**src/sv/dstq_pkg.sv**
```systemverilog
// Package for the deadline-sorted timer queue: payload structs, result codes,
// controller states and the command/status structs. Depends on nothing.
`default_nettype none
package dstq_pkg;

  localparam int DEF_QUEUE_DEPTH = 64;
  localparam int DEF_TIME_BITS   = 48;
  localparam int US_PER_MS       = 1000;
  localparam int CFG_IDX_W       = 8;

  localparam logic [15:0] MAX_DELAY_RST   = 16'(30 * 1000);
  localparam logic [6:0]  MAX_PENDING_RST = 7'd64;

  localparam logic [CFG_IDX_W-1:0] CFG_MAX_DELAY   = 8'd0;
  localparam logic [CFG_IDX_W-1:0] CFG_MAX_PENDING = 8'd1;

  localparam logic [2:0] STS_ACCEPTED  = 3'd0;
  localparam logic [2:0] STS_BAD_DELAY = 3'd1;
  localparam logic [2:0] STS_FULL      = 3'd2;
  localparam logic [2:0] STS_EXPIRED   = 3'd3;
  localparam logic [2:0] STS_NONE_DUE  = 3'd4;

  localparam logic KIND_SCHEDULE = 1'b0;
  localparam logic KIND_TICK     = 1'b1;

  typedef struct packed {
    logic        kind;
    logic [47:0] now_us;
    logic [15:0] delay_ms;
    logic [15:0] task_tag;
  } in_item_t;

  typedef struct packed {
    logic [2:0]  status;
    logic [15:0] expired_tag;
    logic [47:0] deadline_us;
    logic        last;
  } out_item_t;

  typedef enum logic [2:0] {
    S_IDLE,
    S_MUL,
    S_ADD,
    S_SCHED,
    S_POP
  } state_t;

  typedef struct packed {
    logic load_item;
    logic calc_mul;
    logic calc_add;
    logic do_sched;
    logic do_pop;
  } cmd_t;

  typedef struct packed {
    logic in_kind;
    logic out_free;
    logic more_due;
  } sts_t;

endpackage
`default_nettype wire

```
**src/sv/dstq_ctrl.sv**
```systemverilog
// Controller FSM for the timer queue: sequences schedule and tick items.
// Depends on dstq_pkg.
`default_nettype none
module dstq_ctrl (
  input  wire            clk,
  input  wire            rst_n,
  input  wire            in_valid,
  output logic           in_ready,
  input  dstq_pkg::sts_t sts,
  output dstq_pkg::cmd_t cmd
);
  import dstq_pkg::*;

  state_t state_r, state_nxt;

  always_ff @(posedge clk) begin
    if (!rst_n) state_r <= S_IDLE;
    else        state_r <= state_nxt;
  end

  always_comb begin
    state_nxt = state_r;
    unique case (state_r)
      S_IDLE:  if (in_valid) state_nxt = (sts.in_kind == KIND_TICK) ? S_POP : S_MUL;
      S_MUL:   state_nxt = S_ADD;
      S_ADD:   state_nxt = S_SCHED;
      S_SCHED: if (sts.out_free) state_nxt = S_IDLE;
      S_POP:   if (sts.out_free && !sts.more_due) state_nxt = S_IDLE;
      default: state_nxt = S_IDLE;
    endcase
  end

  always_comb begin
    in_ready = 1'b0;
    cmd      = '0;
    unique case (state_r)
      S_IDLE: begin
        in_ready      = 1'b1;
        cmd.load_item = in_valid;
      end
      S_MUL:   cmd.calc_mul = 1'b1;
      S_ADD:   cmd.calc_add = 1'b1;
      S_SCHED: cmd.do_sched = sts.out_free;
      S_POP:   cmd.do_pop   = sts.out_free;
      default: cmd = '0;
    endcase
  end

endmodule
`default_nettype wire

```
**config.mk**
```make
export PLATFORM = sky130hd
export DESIGN_NAME = dstq_ctrl
export DESIGN_NICKNAME = d
export VERILOG_FILES = /design/src/sv/dstq_pkg.sv /design/src/sv/dstq_ctrl.sv
export SDC_FILE = /design/constraint.sdc
export NUM_CORES = 1
export LEC_CHECK = 0
export ABC_AREA = 1
export BUFFER_PORTS_ARGS = -buffer_cell sky130_fd_sc_hd__buf_2
export CAP_MARGIN = 10
export CORE_AREA = 5 5 42 44
export CTS_CLUSTER_SIZE = 28
export DETAILED_ROUTE_END_ITERATION = 8
export DIE_AREA = 0 0 47 49
export PLACE_DENSITY = 0.43
export SKIP_LAST_GASP = 1
export SYNTH_ARGS = -nofsm -noshare
export SYNTH_HDL_FRONTEND = slang
export SYNTH_SLANG_ARGS = --single-unit
```
**constraint.sdc**
```tcl
create_clock -name clk -period 0.9 [get_ports clk]
set_input_delay 0.18 -clock clk [delete_from_list [all_inputs] [get_ports clk]]
set_output_delay 0.18 -clock clk [all_outputs]
set_load 0.005 [all_outputs]
```
==> run metrics <==
Post-DRT Antenna Nets=0; cts bufs inserted=3; Syn Area/Cell=6.13 um2; clock skew=0.00549 ns; antenna fix cells=0; vias in the first global route=345; endpoints failing hold=0; Die Span Y=49 um; synthesized net count=46; WP data required=0.72 ns; status=finished, violations left; global-route usage over all layers=0.0857; clock slew seen by the registers of the worst setup and hold paths=0.04 ns; WS Path Type=reg2out; Distinct cells, synth=14; commonest non-fill, non-tap cells in the layout=11 x buf_2, 9 x buf_4, 6 x inv_1; final setup violation count=9; RSZ-0062 raised after global routing=yes; Cells after Synth=40; Tcrit/Tclk final=1.34; htree depth=1; Post-Route WL=913 um; Die Width=47 um; clk buf depth=2; Avg WL per Cell=11.3 um; measured slew at the worst slew-check pin=0.179 ns; highest clock rate=827 MHz; via count=347; CTS tree=done; largest net degree at the start of global routing=6; clock sink total=3; Layout Cells excl Fill=81; number of register bits inferred by synthesis=3; hold slack=0.187 ns; Final Net Count=72; Worst EP arrival=1.03 ns; boundary pin count=12; core area=1400 um2; worst vdd ir=0.000909 V; largest register by flop count=state_r; MaxCap Viol Count=0; DR DRC count=0; clock latency on the worst-skew pair=0.24 ns; worst rel slew slack=0.880; share of layout cells above drive strength 1=0.692; Std-Cell Rows=14; Buffers on Ports=11; Layout Area Growth over Synthesis=103%; worst-path maximum fanout=4; 1st-iter DRT viols=3; DP Cell Count=70; Congestion Overflow GR=0; Largest register FFs=3; Synth Cell Area=245 um2; Largest regs=state_r: 3 flops; hold buffers post-CTS=0; first-pass GRT wire length=1370 um; RePlAce Congestion=0.709; die area=2300 um2; failing checks=setup timing; worst min-delay path class=in2reg; most common cell after layout, fill and taps aside=buf_2; CP Capture Type=output port; starting density of the core=0.175; leakage=0.265 nW; minimum clock period after layout=1.21 ns; initial antenna violation count=0; fin. max-slew vios=0; Yosys warning total=0; DP HPWL=570 um; CP Launch Type=flip-flop; Seq/Total Area, Yosys=0.245; Pre-antenna DRT Iters=2; pwr dens=3010 nW/um2; post-route setup slack=-0.309 ns; Vias/cell=4.28; Root Buffer=clkbuf_4
[layout make-up]
type	count	area [um2]
clock buffer	4	26.3
inverter	8	32.5
fill	154	903
multi-input combinational	28	203
timing repair buffer	22	145
tap	16	20.0
sequential	3	71.3
[critical path, cell delays in order, from the launching register on]
cell and delay (ns):
dfxtp_4 0.35, buf_4 0.15, nor3_2 0.15, buf_2 0.13
[repair_timing]
action / in CTS / in global routing
setup buffers: 6 / 1
gates resized for setup: 17 / 5
setup endpoints to repair: 9 / 9
pin swaps: 5 / 2
[path summary, 6_finish.rpt]
| check | startpoint | slack [ns] | end | cells after the start |
|---|---|---|---|---|
| worst max-delay path | state_r[1] | -0.31 | cmd[4] | 3 |
| worst min-delay path | rst_n | 0.19 | state_r[2] | 3 |
| worst max register to register | state_r[1] | -0.25 | state_r[2] | 7 |
| worst min register to register | state_r[0] | 0.71 | state_r[1] | 4 |
[through the flow]
stage / setup WS, ns / utilization / total power [mW] / area (um2) / setup TNS (ns)
after floorplan: -0.0347 / - / 0.621 / 249 / -0.0554
after CTS: -0.286 / 0.336 / 1.37 / 470 / -2.03
after global routing: -0.345 / 0.355 / 1.60 / 498 / -2.70
final: -0.309 / 0.355 / 1.50 / 498 / -2.29
after detailed placement: -0.160 / 0.245 / 0.831 / 343 / -0.865
after global placement: -0.166 / 0.245 / 0.835 / 343 / -0.921
[cell families after synthesis]
| family | count (synthesis) | share of synthesized area |
|---|---|---|
| AOI/OAI and AO/OA | 2 | 0.0408 |
| buffers and inverters | 9 | 0.168 |
| and+or+nand+nor | 26 | 0.546 |
| DFF | 3 | 0.245 |
[routing by layer]
metal  global-route usage  part of all wire  up-vias
li1                     -                 -      176
met1               0.0786              0.36      160
met2                0.147              0.57        9
met3               0.0221             0.053        2
met4               0.0691             0.011        0
met5                    0                 0        -
[cells in the mapped netlist (all sizes together)]
library cell,count,area share
buf,1,0.046
nor4,1,0.026
nand3,5,0.16
nand2,7,0.12
o21ai,1,0.020
nor2,10,0.17
inv,8,0.12
dfxtp,3,0.24
nand4,1,0.026
a21oi,1,0.020
nor3,2,0.041
[power breakdown]
group | switching (mW) | internal, mW
logic | 0.466 | 0.491
registers | 0.0896 | 0.203
clock network | 0.0845 | 0.167
No activity file was read; power rests on OpenSTA's default activity.
